## src/hdl/mgwc_pkg.sv

```systemverilog
`default_nettype none
// ============================================================================
// mgwc_pkg: shared types and constants of the weighted centroid core
// Window, frame-total and result records, widths, limits and register map.
// ============================================================================
package mgwc_pkg;

    // raster side length; coordinates at or above it are ignored
    localparam int unsigned C_MAX_SIDE   = 1024;

    // field and accumulator widths
    localparam int unsigned C_COORD_W    = 10;
    localparam int unsigned C_GRAY_W     = 8;
    localparam int unsigned C_WIN_W      = 11;
    localparam int unsigned C_PROD_W     = C_COORD_W + C_GRAY_W;
    localparam int unsigned C_W_W        = 28;
    localparam int unsigned C_M_W        = 38;
    localparam int unsigned C_OUT_W      = 17;

    // divider: numerator 200*m + w, denominator 2*w
    localparam int unsigned C_NUM_W      = C_M_W + 9;
    localparam int unsigned C_DEN_W      = C_W_W + 1;
    localparam int unsigned C_HI_W       = C_NUM_W - C_OUT_W;
    localparam int unsigned C_STEP_W     = $clog2(C_OUT_W);

    // centroid ceiling in hundredths of a pixel
    localparam int unsigned C_LIM_FULL   = (C_MAX_SIDE - 1) * 100;
    localparam int unsigned C_OUT_MAX    = (1 << C_OUT_W) - 1;
    localparam logic [C_OUT_W-1:0] C_OUT_LIM =
        C_OUT_W'((C_LIM_FULL > C_OUT_MAX) ? C_OUT_MAX : C_LIM_FULL);

    // frame-total queue between accumulator and divider
    localparam int unsigned C_Q_DEPTH    = 2;
    localparam int unsigned C_Q_PTR_W    = $clog2(C_Q_DEPTH);
    localparam int unsigned C_Q_CNT_W    = $clog2(C_Q_DEPTH + 1);

    // register map, index = paddr / 4
    localparam int unsigned C_ADDR_W     = 4;
    typedef enum logic [1:0] {
        REG_WIN_LEFT   = 2'd0,
        REG_WIN_TOP    = 2'd1,
        REG_WIN_WIDTH  = 2'd2,
        REG_WIN_HEIGHT = 2'd3
    } t_reg_idx;

    typedef struct packed {
        logic [C_COORD_W-1:0] left;
        logic [C_COORD_W-1:0] top;
        logic [C_WIN_W-1:0]   width;
        logic [C_WIN_W-1:0]   height;
    } t_window;

    typedef struct packed {
        logic [C_W_W-1:0] w;
        logic [C_M_W-1:0] mx;
        logic [C_M_W-1:0] my;
    } t_moments;

    typedef struct packed {
        logic                 empty;
        logic [C_Q_CNT_W-1:0] count;
    } t_q_status;

    typedef struct packed {
        logic               found;
        logic [C_OUT_W-1:0] cy;
        logic [C_OUT_W-1:0] cx;
    } t_result;

    typedef enum logic [2:0] {
        S_IDLE  = 3'd0,
        S_SCALE = 3'd1,
        S_CHECK = 3'd2,
        S_DIV   = 3'd3,
        S_DONE  = 3'd4
    } t_back_state;

endpackage
`default_nettype wire

```

## src/hdl/mgwc_queue.sv

```systemverilog
`default_nettype none
// ============================================================================
// mgwc_queue: short queue of frame totals
// Holds finished weight and moment sums until the divider takes them.
// ============================================================================
module mgwc_queue (
    input  wire logic               i_clk,
    input  wire logic               i_rst_n,
    input  wire logic               i_push,
    input  wire mgwc_pkg::t_moments i_data,
    input  wire logic               i_pop,
    output mgwc_pkg::t_moments      o_data,
    output mgwc_pkg::t_q_status     o_status
);
    import mgwc_pkg::*;

    t_moments             r_mem [C_Q_DEPTH];
    logic [C_Q_PTR_W-1:0] r_wr_ptr;
    logic [C_Q_PTR_W-1:0] r_rd_ptr;
    logic [C_Q_CNT_W-1:0] r_count;

    // storage write
    always_ff @(posedge i_clk) begin
        if (i_push) begin
            r_mem[r_wr_ptr] <= i_data;
        end
    end

    // pointers and fill count
    always_ff @(posedge i_clk) begin
        if (!i_rst_n) begin
            r_wr_ptr <= '0;
            r_rd_ptr <= '0;
            r_count  <= '0;
        end else begin
            if (i_push) begin
                r_wr_ptr <= r_wr_ptr + 1'b1;
            end
            if (i_pop) begin
                r_rd_ptr <= r_rd_ptr + 1'b1;
            end
            case ({i_push, i_pop})
                2'b10:   r_count <= r_count + 1'b1;
                2'b01:   r_count <= r_count - 1'b1;
                default: r_count <= r_count;
            endcase
        end
    end

    // head of queue
    assign o_data         = r_mem[r_rd_ptr];
    assign o_status.empty = (r_count == '0);
    assign o_status.count = r_count;

endmodule
`default_nettype wire

```

## src/hdl/mgwc_front.sv

```systemverilog
`default_nettype none
// ============================================================================
// mgwc_front: pixel classification and moment accumulation
// Tests each pixel against the window, forms gray*x and gray*y, accumulates,
// and hands the frame totals to the queue on the frame-end pixel.
// ============================================================================
module mgwc_front (
    input  wire logic                                i_clk,
    input  wire logic                                i_rst_n,
    input  wire mgwc_pkg::t_window                   i_win,
    input  wire logic                                i_vld,
    output logic                                     o_rdy,
    input  wire logic [mgwc_pkg::C_COORD_W-1:0]      i_x,
    input  wire logic [mgwc_pkg::C_COORD_W-1:0]      i_y,
    input  wire logic                                i_mask,
    input  wire logic [mgwc_pkg::C_GRAY_W-1:0]       i_gray,
    input  wire logic                                i_fe,
    input  wire mgwc_pkg::t_q_status                 i_q_status,
    output logic                                     o_push,
    output mgwc_pkg::t_moments                       o_push_data
);
    import mgwc_pkg::*;

    logic                 x_in_raster;
    logic                 y_in_raster;
    logic                 x_in_win;
    logic                 y_in_win;
    logic                 hit;
    logic                 accept;
    logic                 s1_fe;
    logic [C_W_W-1:0]     n_w;
    logic [C_M_W-1:0]     n_mx;
    logic [C_M_W-1:0]     n_my;

    logic                 r_s1_vld;
    logic                 r_s1_fe;
    logic [C_GRAY_W-1:0]  r_s1_g;
    logic [C_PROD_W-1:0]  r_s1_gx;
    logic [C_PROD_W-1:0]  r_s1_gy;
    logic [C_W_W-1:0]     r_w;
    logic [C_M_W-1:0]     r_mx;
    logic [C_M_W-1:0]     r_my;

    // window and raster test
    always_comb begin
        x_in_raster = (32'(i_x) < C_MAX_SIDE);
        y_in_raster = (32'(i_y) < C_MAX_SIDE);
        x_in_win    = (i_x >= i_win.left) &&
                      (({1'b0, i_x} - {1'b0, i_win.left}) < i_win.width);
        y_in_win    = (i_y >= i_win.top) &&
                      (({1'b0, i_y} - {1'b0, i_win.top}) < i_win.height);
        hit         = i_mask && x_in_raster && y_in_raster && x_in_win && y_in_win;
    end

    // hold off while a frame end could find the queue full
    assign s1_fe  = r_s1_vld && r_s1_fe;
    assign o_rdy  = ((C_Q_CNT_W + 1)'(i_q_status.count) + (C_Q_CNT_W + 1)'(s1_fe))
                    < (C_Q_CNT_W + 1)'(C_Q_DEPTH);
    assign accept = i_vld && o_rdy;

    // stage 1: weights and products, zero when outside
    always_ff @(posedge i_clk) begin
        if (!i_rst_n) begin
            r_s1_vld <= 1'b0;
            r_s1_fe  <= 1'b0;
        end else begin
            r_s1_vld <= accept;
            r_s1_fe  <= accept && i_fe;
        end
    end

    always_ff @(posedge i_clk) begin
        if (accept) begin
            r_s1_g  <= hit ? i_gray : '0;
            r_s1_gx <= hit ? C_PROD_W'(i_gray) * C_PROD_W'(i_x) : '0;
            r_s1_gy <= hit ? C_PROD_W'(i_gray) * C_PROD_W'(i_y) : '0;
        end
    end

    // stage 2: running sums, wrapping at their widths
    assign n_w  = r_w  + C_W_W'(r_s1_g);
    assign n_mx = r_mx + C_M_W'(r_s1_gx);
    assign n_my = r_my + C_M_W'(r_s1_gy);

    always_ff @(posedge i_clk) begin
        if (!i_rst_n) begin
            r_w  <= '0;
            r_mx <= '0;
            r_my <= '0;
        end else if (r_s1_vld) begin
            if (r_s1_fe) begin
                r_w  <= '0;
                r_mx <= '0;
                r_my <= '0;
            end else begin
                r_w  <= n_w;
                r_mx <= n_mx;
                r_my <= n_my;
            end
        end
    end

    // frame totals include the frame-end pixel
    assign o_push         = s1_fe;
    assign o_push_data.w  = n_w;
    assign o_push_data.mx = n_mx;
    assign o_push_data.my = n_my;

endmodule
`default_nettype wire

```

## src/hdl/mgwc_back.sv

```systemverilog
`default_nettype none
// ============================================================================
// mgwc_back: centroid division and result register
// Two restoring dividers under one sequencer turn frame totals into
// centroids in hundredths of a pixel, rounded half up and saturated.
// ============================================================================
module mgwc_back (
    input  wire logic               i_clk,
    input  wire logic               i_rst_n,
    input  wire logic               i_q_vld,
    input  wire mgwc_pkg::t_moments i_q_data,
    output logic                    o_q_pop,
    output logic                    o_m_vld,
    input  wire logic               i_m_rdy,
    output mgwc_pkg::t_result       o_result
);
    import mgwc_pkg::*;

    t_back_state           r_state;
    t_back_state           n_state;
    logic                  load_out;
    logic                  step_last;
    logic [C_DEN_W-1:0]    den;
    logic [C_HI_W-1:0]     num_hi    [2];
    logic [C_DEN_W:0]      trial     [2];
    logic                  trial_ge  [2];
    logic [C_OUT_W-1:0]    cen       [2];
    logic                  found;

    logic [C_W_W-1:0]      r_w;
    logic [C_NUM_W-1:0]    r_num     [2];
    logic [C_DEN_W-1:0]    r_rem     [2];
    logic [C_OUT_W-1:0]    r_lo      [2];
    logic [C_OUT_W-1:0]    r_q       [2];
    logic                  r_sat     [2];
    logic [C_STEP_W-1:0]   r_step;
    logic                  r_out_vld;
    t_result               r_out;

    assign den       = {r_w, 1'b0};
    assign step_last = (r_step == C_STEP_W'(C_OUT_W - 1));
    assign found     = (r_w != '0);

    // per-lane divider terms
    always_comb begin
        for (int k = 0; k < 2; k++) begin
            num_hi[k]   = r_num[k][C_NUM_W-1:C_OUT_W];
            trial[k]    = {r_rem[k], r_lo[k][C_OUT_W-1]};
            trial_ge[k] = (trial[k] >= {1'b0, den});
            cen[k]      = (r_sat[k] || (r_q[k] > C_OUT_LIM)) ? C_OUT_LIM : r_q[k];
        end
    end

    // state register
    always_ff @(posedge i_clk) begin
        if (!i_rst_n) begin
            r_state <= S_IDLE;
        end else begin
            r_state <= n_state;
        end
    end

    // next state and handshakes
    always_comb begin
        n_state  = r_state;
        o_q_pop  = 1'b0;
        load_out = 1'b0;
        case (r_state)
            S_IDLE: begin
                if (i_q_vld) begin
                    o_q_pop = 1'b1;
                    n_state = S_SCALE;
                end
            end
            S_SCALE: n_state = S_CHECK;
            S_CHECK: n_state = S_DIV;
            S_DIV: begin
                if (step_last) begin
                    n_state = S_DONE;
                end
            end
            S_DONE: begin
                if (!r_out_vld || i_m_rdy) begin
                    load_out = 1'b1;
                    n_state  = S_IDLE;
                end
            end
            default: n_state = S_IDLE;
        endcase
    end

    // divider datapath
    always_ff @(posedge i_clk) begin
        case (r_state)
            S_IDLE: begin
                r_w      <= i_q_data.w;
                r_num[0] <= C_NUM_W'(i_q_data.mx);
                r_num[1] <= C_NUM_W'(i_q_data.my);
            end
            S_SCALE: begin
                // 200*m + w as shifted adds
                for (int k = 0; k < 2; k++) begin
                    r_num[k] <= (r_num[k] << 7) + (r_num[k] << 6) + (r_num[k] << 3)
                              + C_NUM_W'(r_w);
                end
            end
            S_CHECK: begin
                // quotient too big for the output if the high part reaches den
                for (int k = 0; k < 2; k++) begin
                    r_sat[k] <= (num_hi[k] >= C_HI_W'(den));
                    r_rem[k] <= num_hi[k][C_DEN_W-1:0];
                    r_lo[k]  <= r_num[k][C_OUT_W-1:0];
                end
                r_step <= '0;
            end
            S_DIV: begin
                // one restoring step per cycle
                for (int k = 0; k < 2; k++) begin
                    r_rem[k] <= trial_ge[k] ? C_DEN_W'(trial[k] - {1'b0, den})
                                            : trial[k][C_DEN_W-1:0];
                    r_q[k]   <= {r_q[k][C_OUT_W-2:0], trial_ge[k]};
                    r_lo[k]  <= r_lo[k] << 1;
                end
                r_step <= r_step + 1'b1;
            end
            default: begin
                r_step <= r_step;
            end
        endcase
    end

    // result register
    always_ff @(posedge i_clk) begin
        if (!i_rst_n) begin
            r_out_vld <= 1'b0;
        end else if (load_out) begin
            r_out_vld <= 1'b1;
        end else if (i_m_rdy) begin
            r_out_vld <= 1'b0;
        end
    end

    always_ff @(posedge i_clk) begin
        if (load_out) begin
            r_out.found <= found;
            r_out.cx    <= found ? cen[0] : '0;
            r_out.cy    <= found ? cen[1] : '0;
        end
    end

    assign o_m_vld  = r_out_vld;
    assign o_result = r_out;

endmodule
`default_nettype wire

```

## src/hdl/masked_gray_weighted_centroid_core.sv

```systemverilog
`default_nettype none
// ============================================================================
// masked_gray_weighted_centroid_core: windowed gray-weighted centroid
// Accumulates masked pixel weights and moments per frame and reports the
// centroid in hundredths of a pixel for each frame closed by the frame-end pixel.
// ============================================================================
// Pixels are taken one per clock on the slave stream while tready is high and
// accumulated through a two-stage multiply and add pipeline. The frame-end
// pixel (tlast) closes the frame: its totals go into a two-entry queue and the
// accumulators clear, so the next frame can follow it without a gap while
// tready stays high. A sequencer then runs two 17-step restoring dividers side
// by side; a result goes through the scale, check, divide and done states
// before the master stream, and the result register lets the next frame be
// divided while it waits. The divider takes one frame at a time; tready drops
// only when a frame end would find the queue full, which happens when frames
// outpace the divider or while results wait on the master stream.
// Registers (byte address 4*i): window left, top, width, height.
// ============================================================================
module masked_gray_weighted_centroid_core (
    input  wire logic                          i_clk,
    input  wire logic                          i_rst_n,
    // pixel stream
    input  wire logic                          s_axis_tvalid,
    output logic                               s_axis_tready,
    input  wire logic [31:0]                   s_axis_tdata,  // pix_x, pix_y, gray_level
    input  wire logic                          s_axis_tuser,  // mask_on
    input  wire logic                          s_axis_tlast,  // frame_end
    // result stream
    output logic                               m_axis_tvalid,
    input  wire logic                          m_axis_tready,
    output logic [39:0]                        m_axis_tdata,  // centre_x_centi, centre_y_centi
    output logic                               m_axis_tuser,  // found
    // configuration
    input  wire logic                          psel,
    input  wire logic                          penable,
    input  wire logic                          pwrite,
    input  wire logic [mgwc_pkg::C_ADDR_W-1:0] paddr,
    input  wire logic [31:0]                   pwdata,
    output logic [31:0]                        prdata,
    output logic                               pready
);
    import mgwc_pkg::*;

    t_window    r_win;
    t_reg_idx   reg_idx;
    logic       cfg_wr;
    logic       q_push;
    logic       q_pop;
    t_moments   q_push_data;
    t_moments   q_head;
    t_q_status  q_status;
    t_result    result;

    // register file
    assign pready  = 1'b1;
    assign cfg_wr  = psel && penable && pwrite && pready;
    assign reg_idx = t_reg_idx'(paddr[C_ADDR_W-1:2]);

    always_ff @(posedge i_clk) begin
        if (!i_rst_n) begin
            r_win.left   <= '0;
            r_win.top    <= '0;
            r_win.width  <= C_WIN_W'(C_MAX_SIDE);
            r_win.height <= C_WIN_W'(C_MAX_SIDE);
        end else if (cfg_wr) begin
            case (reg_idx)
                REG_WIN_LEFT:   r_win.left   <= pwdata[C_COORD_W-1:0];
                REG_WIN_TOP:    r_win.top    <= pwdata[C_COORD_W-1:0];
                REG_WIN_WIDTH:  r_win.width  <= pwdata[C_WIN_W-1:0];
                REG_WIN_HEIGHT: r_win.height <= pwdata[C_WIN_W-1:0];
                default:        r_win        <= r_win;
            endcase
        end
    end

    always_comb begin
        case (reg_idx)
            REG_WIN_LEFT:   prdata = 32'(r_win.left);
            REG_WIN_TOP:    prdata = 32'(r_win.top);
            REG_WIN_WIDTH:  prdata = 32'(r_win.width);
            REG_WIN_HEIGHT: prdata = 32'(r_win.height);
            default:        prdata = '0;
        endcase
    end

    // accumulator front
    mgwc_front u_front (
        .i_clk       (i_clk),
        .i_rst_n     (i_rst_n),
        .i_win       (r_win),
        .i_vld       (s_axis_tvalid),
        .o_rdy       (s_axis_tready),
        .i_x         (s_axis_tdata[9:0]),
        .i_y         (s_axis_tdata[19:10]),
        .i_mask      (s_axis_tuser),
        .i_gray      (s_axis_tdata[27:20]),
        .i_fe        (s_axis_tlast),
        .i_q_status  (q_status),
        .o_push      (q_push),
        .o_push_data (q_push_data)
    );

    // frame-total queue
    mgwc_queue u_queue (
        .i_clk    (i_clk),
        .i_rst_n  (i_rst_n),
        .i_push   (q_push),
        .i_data   (q_push_data),
        .i_pop    (q_pop),
        .o_data   (q_head),
        .o_status (q_status)
    );

    // divider back
    mgwc_back u_back (
        .i_clk    (i_clk),
        .i_rst_n  (i_rst_n),
        .i_q_vld  (!q_status.empty),
        .i_q_data (q_head),
        .o_q_pop  (q_pop),
        .o_m_vld  (m_axis_tvalid),
        .i_m_rdy  (m_axis_tready),
        .o_result (result)
    );

    assign m_axis_tdata = {6'b0, result.cy, result.cx};
    assign m_axis_tuser = result.found;

    // a frame total never meets a full queue
    a_queue_room: assert property (@(posedge i_clk) disable iff (!i_rst_n)
        q_push |-> (q_status.count < C_Q_CNT_W'(C_Q_DEPTH)))
        else $error("frame total pushed into a full queue");

    // every accepted frame end reaches the queue on the next clock
    a_fe_push: assert property (@(posedge i_clk) disable iff (!i_rst_n)
        (s_axis_tvalid && s_axis_tready && s_axis_tlast) |=> q_push)
        else $error("frame end did not produce a queue push");

    // a not-found result carries zero centroids
    a_not_found_zero: assert property (@(posedge i_clk) disable iff (!i_rst_n)
        (m_axis_tvalid && !m_axis_tuser) |-> (m_axis_tdata == '0))
        else $error("not-found result with nonzero centroid");

    // centroids stay within the saturation ceiling
    a_out_limit: assert property (@(posedge i_clk) disable iff (!i_rst_n)
        m_axis_tvalid |-> ((m_axis_tdata[16:0] <= C_OUT_LIM) &&
                           (m_axis_tdata[33:17] <= C_OUT_LIM)))
        else $error("centroid above ceiling");

endmodule
`default_nettype wire
```

## config.mk

```make
export PLATFORM = sky130hd
export DESIGN_NAME = masked_gray_weighted_centroid_core
export DESIGN_NICKNAME = d
export VERILOG_FILES = /design/src/hdl/mgwc_pkg.sv /design/src/hdl/mgwc_queue.sv /design/src/hdl/mgwc_front.sv /design/src/hdl/mgwc_back.sv /design/src/hdl/masked_gray_weighted_centroid_core.sv
export SDC_FILE = /design/constraint.sdc
export NUM_CORES = 2
export LEC_CHECK = 0
export ABC_AREA = 1
export CORE_UTILIZATION = 60
export CTS_BUF_LIST = sky130_fd_sc_hd__clkbuf_8 sky130_fd_sc_hd__clkbuf_16
export CTS_CLUSTER_DIAMETER = 120
export CTS_CLUSTER_SIZE = 40
export DETAILED_ROUTE_END_ITERATION = 6
export DONT_BUFFER_PORTS = 1
export GPL_ROUTABILITY_DRIVEN = 1
export GPL_TIMING_DRIVEN = 0
export PLACE_DENSITY = 0.79
export SLEW_MARGIN = 25
export SYNTH_ARGS = -nofsm -noshare
export SYNTH_HDL_FRONTEND = slang
export SYNTH_SLANG_ARGS = --single-unit
export TNS_END_PERCENT = 30
```

## constraint.sdc

```tcl
create_clock -name i_clk -period 6.9 [get_ports i_clk]
set_input_delay 1.035 -clock i_clk [delete_from_list [all_inputs] [get_ports i_clk]]
set_output_delay 1.035 -clock i_clk [all_outputs]
set_load 0.01 [all_outputs]
```

* Yosys cells after proc, flatten, opt, wreduce, memory -nomap -nowiden
Memories as Yosys holds them, arrays and structs flattened. A register that Yosys moved wholly into a read port is not among the register bits. Index checks and enable logic that the tools add are counted.
Cells by class: bitwise logic cells 7, mux-type cells 38, div/mod/pow operators 0, multiply operators 2, order comparisons 11, shift-type cells 0, add/subtract/negate cells 19, reductions and logical operators 27, equality and inequality tests 13
Operator list (count):
- $add 47x47->47 | 4
- $pmux 32 s4 | 1
- $ge 30x29->1 | 4
- $mux 29 | 4
- $add 47x28->47 | 2
- $mux 47 | 2
- $add 38x18->38 | 2
- $mux 38 | 2
- $mux 17 | 4
- $sub 29x29->29 | 2
- $mul 8x10->18 | 2
- $gt 17x17->1 const B | 2
- $add 28x8->28 | 1
- $mux 28 | 1
- $reduce_bool 28->1 | 1
- $lt 11x11->1 | 2
- $sub 10x10->11 | 2
- $ge 10x10->1 | 2
- $mux 1 | 18
- $pmux 3 s5 | 1
- $pmux 5 s2 | 1
- $logic_and 1x1->1 | 9
- $mux 3 | 3
- $reduce_and 2->1 | 4
- other kinds (24) | 41
Storage, ports and cells: memories kept 6, bits in writable memories 430, latch bits 0, memory bits (read-only) 0, output and inout port bits 76, flip-flop bits (word level) 268, word-level logic and storage cells 147, input port bits 77
Memories:
- u_queue.r_mem | words 2, bits a word 104, read ports 1, clocked after Yosys merged registers in 1, wr ports 1, line mgwc_queue.sv:17 | t_moments r_mem [C_Q_DEPTH];
- u_back.r_num | words 2, bits a word 47, read ports 2, clocked after Yosys merged registers in 0, wr ports 2, line mgwc_back.sv:31 | logic [C_NUM_W-1:0] r_num [2];
- u_back.r_rem | words 2, bits a word 29, read ports 2, clocked after Yosys merged registers in 0, wr ports 2, line mgwc_back.sv:32 | logic [C_DEN_W-1:0] r_rem [2];
- u_back.r_lo | words 2, bits a word 17, read ports 2, clocked after Yosys merged registers in 0, wr ports 2, line mgwc_back.sv:33 | logic [C_OUT_W-1:0] r_lo [2];
- u_back.r_q | words 2, bits a word 17, read ports 2, clocked after Yosys merged registers in 0, wr ports 2, line mgwc_back.sv:34 | logic [C_OUT_W-1:0] r_q [2];
- u_back.r_sat | words 2, bits a word 1, read ports 2, clocked after Yosys merged registers in 0, wr ports 2, line mgwc_back.sv:35 | logic r_sat [2];

* Depth between registers and ports, before layout
depth in word-level cells 5, gate-level depth with buffers 25, mapped depth without buffers 23

* By module
Synthesis repeated with hierarchy kept, for this count alone.
Second synthesis, totals: cells, all modules 6945, area total of the unflattened synthesis 54639.9 um^2
By module, submodules not included:
- mgwc_back | seq. area each 8788.4 um^2, instances 1, cells each 3651, area an instance 27186.1 um^2
- mgwc_front | seq. area each 3443.3 um^2, instances 1, cells each 2600, area an instance 17249.0 um^2
- mgwc_queue | seq. area each 6346.1 um^2, instances 1, cells each 357, area an instance 7975.1 um^2
- masked_gray_weighted_centroid_core | seq. area each 840.8 um^2, instances 1, cells each 337, area an instance 2229.6 um^2

* Worst setup path after synthesis
No wires, ideal clock.
kind register to register, start reg u_front.r_s1_vld, end mem u_queue.r_mem[1][0] in the netlist's numbering, enable pin, required time 6.331 ns, period minus slack after synthesis 5.346 ns, arrival time 4.777 ns, slack 1.554 ns, path buffers 0, library setup time 0.569 ns, stages on the path, launching flop included 3, cells stage by stage dfxtp_1 -> nand2_1 -> nor2_1
Between the ends: word-level cells in the longest chain between the ends 3
RTL lines:
- from (decl) | line mgwc_front.sv:35 | logic r_s1_vld;
- from (signal assigned) | line mgwc_front.sv:67 | r_s1_vld <= accept;
- $logic_and 1x1->1 | line mgwc_front.sv:56 | assign s1_fe = r_s1_vld && r_s1_fe;
- $mux 1 | line mgwc_queue.sv:24 | if (i_push) begin
- $mux 1 (implied by the code) | line mgwc_queue.sv:25 | r_mem[r_wr_ptr] <= i_data;
- to (decl) | line mgwc_queue.sv:17
Every way passes these cells.

* Final worst setup path
start in s_axis_tdata[27], end reg u_front.r_s1_gy[16], data pin
Between the ends: word-level cells in the longest chain between the ends 1
RTL lines:
- from (decl) | line masked_gray_weighted_centroid_core.sv:25 | input wire logic [31:0] s_axis_tdata,
- $mul 8x10->18 | line mgwc_front.sv:76 | r_s1_gy <= hit ? C_PROD_W'(i_gray) * C_PROD_W'(i_y) : '0;
- to (signal assigned) | line mgwc_front.sv:76
- to (decl) | line mgwc_front.sv:39 | logic [C_PROD_W-1:0] r_s1_gy;
Every way passes these cells. A chain may end at the register's enable or synchronous reset.

==> metrics.csv <==
metric,value,unit
outcome,"finished, violations left",
failing checks,DRC,
crit path time final,4990,ps
post-synthesis cell area,0.0532,sq mm
Setup Viol. Count Final,0,
CTS tree,yes,
Startpoint Class,primary input,
vias in the first global route,43600,
Rows,108,
ys async rst share,0,%
Root Buffer,clkbuf_16,
CTS Buf Count,25,
Yosys reg bits,699,
router iterations before antenna repair,7,
WL met2,73200,um
wire length on met3,10300,um
Tcrit/Tclk final,72.3,%
share of layout cells above drive strength 1,3.13,%
Clock transition at path regs,130,ps
Starting Density,61.0,%
Worst path max stage delay,560,ps
"antenna viol nets, final",0,
"Distinct cells, synth",58,
antenna violations before repair,2,
dpl cells,8007,
total core area,0.0873,sq mm
CP arrival,5400,ps
clk_skew,57.6,ps
crit-path most repeated cell,nand2_1,
first-pass GRT wire length,240000,um
area share of the largest cell type after synthesis,30.6,%
fill count,7680,
Max Cap Viol,0,
DIE AREA,0.0899,sq mm
Via-to-Cell Ratio,5.62,
deepest clock path buffer count,3,
DRC,5,
total gr overflow,0,
"Core Util, Final",64.3,%
worst-path maximum fanout,10,
syn avg cell area,7.82,sq um
top sig layer,met5,
hpwl dp,126000,um
Metal-1 WL,63400,um
critical path's top delay family,adder cells,
Slew headroom,27.4,%
Synth area leaders,"edfxtp_1, nand2_1, ha_1, fa_1, inv_1",
critical-path cell list,clkbuf_1 -> nand2_1 -> fa_1 -> fa_1 -> inv_1 -> fa_1 -> inv_1 -> fa_1 -> inv_1 -> ha_1 -> a21oi_1 -> o21ai_0 -> nand2_1 -> nand3_1 -> nand2_1 -> nand2_1 -> a21oi_1 -> nand2_1 -> nand2_1 -> nor2_1,
clk_lat worst skew,670,ps
reg2reg setup slack,2490,ps
Min Hold Slack,471,ps
clock sink count,699,
IO buf count,0,
sequential cell area,0.0194,sq mm
warning count from the yosys run,0,
Post-CTS Hold Fix Bufs,0,
Mapped Cells,6807,
actual slew at the worst max-slew pin,1090,ps
fin cells,8057,
Final nets,7588,
CP required,7310,ps
Top Ports,153,
FMAX,200,MHz
"Seq/Total Area, Yosys",36.5,%
most common cell in the synthesized netlist,nand2_1,
Max H-tree Level,1,
final wirelength,155000,um
worst min-delay path category,flop to flop,
Post-synth EDFFs,542,
"Buf+Inv Stages, Crit Path",4,
multi-input logic area,0.0293,sq mm
Iteration-0 DRC Markers,3894,
largest net degree at the start of global routing,47,
Routed WL per cell,19.3,um
slowest cell on the critical path,fa_1,
Final Max Slew Viols,0,
Critical Path Sink Type,flop,
GP Congestion,1.01,
Synth top cells by count,"nand2_1, inv_1, nor2_1",
RSZ-0062 raised after global routing,false,
Synth Flop Type,edfxtp_1,
overall routing resource usage,34.3,%
Synth area leader,edfxtp_1,
Crit Path Category,primary input to flop,
Final Hold Fails,0,
Post-CTS Resized,0,
Die H,300,um
Die W,300,um
Syn-to-layout area delta,5.40,%
setup repair bufs after CTS,0,
vias,45300,
layout make-up:
cell class	count	share of cell area [%]
Multi-Input combinational cell	4949	52.2
Clock buffer	26	1.14
Antenna cell	4	0.0178
Timing Repair Buffer	19	0.611
Sequential cell	699	34.6
Buffer	185	1.63
Clock inverter	20	0.491
Inverter	1000	6.69
Tap cell	1155	2.58
sequential cells by signal (all words and copies together) (netlist names), 2 cells and up, named ones only:
signal / count
u_queue.r_mem: 208
u_back.r_num: 94
u_back.r_rem: 58
r_win: 42
u_front.r_mx: 38
u_front.r_my: 38
u_back.o_result: 35
u_back.r_lo: 34
u_back.r_q: 34
u_back.r_w: 28
u_front.r_w: 28
u_front.r_s1_gx: 18
u_front.r_s1_gy: 18
u_front.r_s1_g: 8
u_back.r_step: 5
u_back.r_state: 3
u_back.r_sat: 2
u_queue.r_count: 2
kinds of logic (layout without fill, tap and decap cells):
| family | count (synthesis) | after routing | share of synthesized area (%) |
|---|---|---|---|
| xor gates and xnor gates | 147 | 147 | 2.42 |
| muxes | 2 | 2 | 0.0376 |
| and+or+nand+nor | 3276 | 3276 | 25.5 |
| other | 2 | 32 | 0.0141 |
| AOI/OAI and AO/OA | 864 | 864 | 8.72 |
| buffers and inverters | 1185 | 1250 | 8.76 |
| DFF | 699 | 699 | 36.5 |
| adders and majority gates | 632 | 632 | 18.1 |
per-layer routing:
metal | up-vias | track usage [%]
li1 | 22100 | -
met1 | 21200 | 44.0
met2 | 1614 | 58.4
met3 | 335 | 3.67
met4 | 2 | 16.0
met5 | - | 0
path summary, 6_finish.rpt:
kind	startpoint	end	depth (start not counted)
worst max-delay path	s_axis_tdata[27]	u_front.r_s1_gy[16]	20
worst min-delay path	u_back.r_q[0][5]	u_back.r_q[0][6]	0
worst max register to register	u_back.r_w[8]	u_back.r_num[0][19]	13
worst min register to register	u_back.r_q[0][5]	u_back.r_q[0][6]	0
placed cells by master (no fill, tap or decap), types with 16 or more instances in the layout:
| cell | Yosys | final |
|---|---|---|
| o21bai_1 | 21 | 21 |
| buf_1 | 16 | 16 |
| nand2_1 | 2050 | 2048 |
| clkbuf_1 | 110 | 109 |
| o21ai_1 | 27 | 27 |
| xor2_1 | 93 | 93 |
| or2_2 | 22 | 22 |
| conb_1 | 2 | 28 |
| nor2_1 | 580 | 577 |
| a31oi_1 | 18 | 18 |
| fa_1 | 227 | 227 |
| inv_1 | 987 | 993 |
| a21o_1 | 24 | 24 |
| xnor2_1 | 54 | 54 |
| ha_1 | 405 | 405 |
| clkbuf_16 | 0 | 25 |
| nor3_1 | 64 | 64 |
| nand3_1 | 326 | 326 |
| dfxtp_1 | 157 | 157 |
| o21ai_0 | 247 | 247 |
| nand3b_1 | 38 | 38 |
| a21oi_1 | 459 | 459 |
| and2_1 | 36 | 36 |
| nand4_1 | 77 | 77 |
| nor4_1 | 22 | 19 |
| edfxtp_1 | 542 | 542 |
| nor2_2 | 30 | 30 |
| buf_4 | 31 | 32 |
| o21a_1 | 17 | 17 |
worst register-to-register path: stages (launching register included):
cell and delay (ps):
edfxtp_1 470, inv_1 550, fa_1 560, fa_1 520
inv_1 50, ha_1 390, a21oi_1 260, nand2_1 220
nand3_1 130, nand2_1 140, nand3_1 110, nand3_1 170
o21ai_0 400, o21ai_1 200
metrics by stage:
stage          worst slack, ps  setup TNS (ps)  instance area [sq um]
2_1_floorplan             1550               0                  53300
5_1_grt                   1680               0                  56100
3_5_place_dp              1270               0                  55200
3_3_place_gp              -663         -132250                  54800
4_1_cts                   1940               0                  56100
6_report                  1910               0                  56100
Power is left out: the tool's default activity adds up to more than one toggle a clock period on the data nets, which glitch-free logic cannot reach.
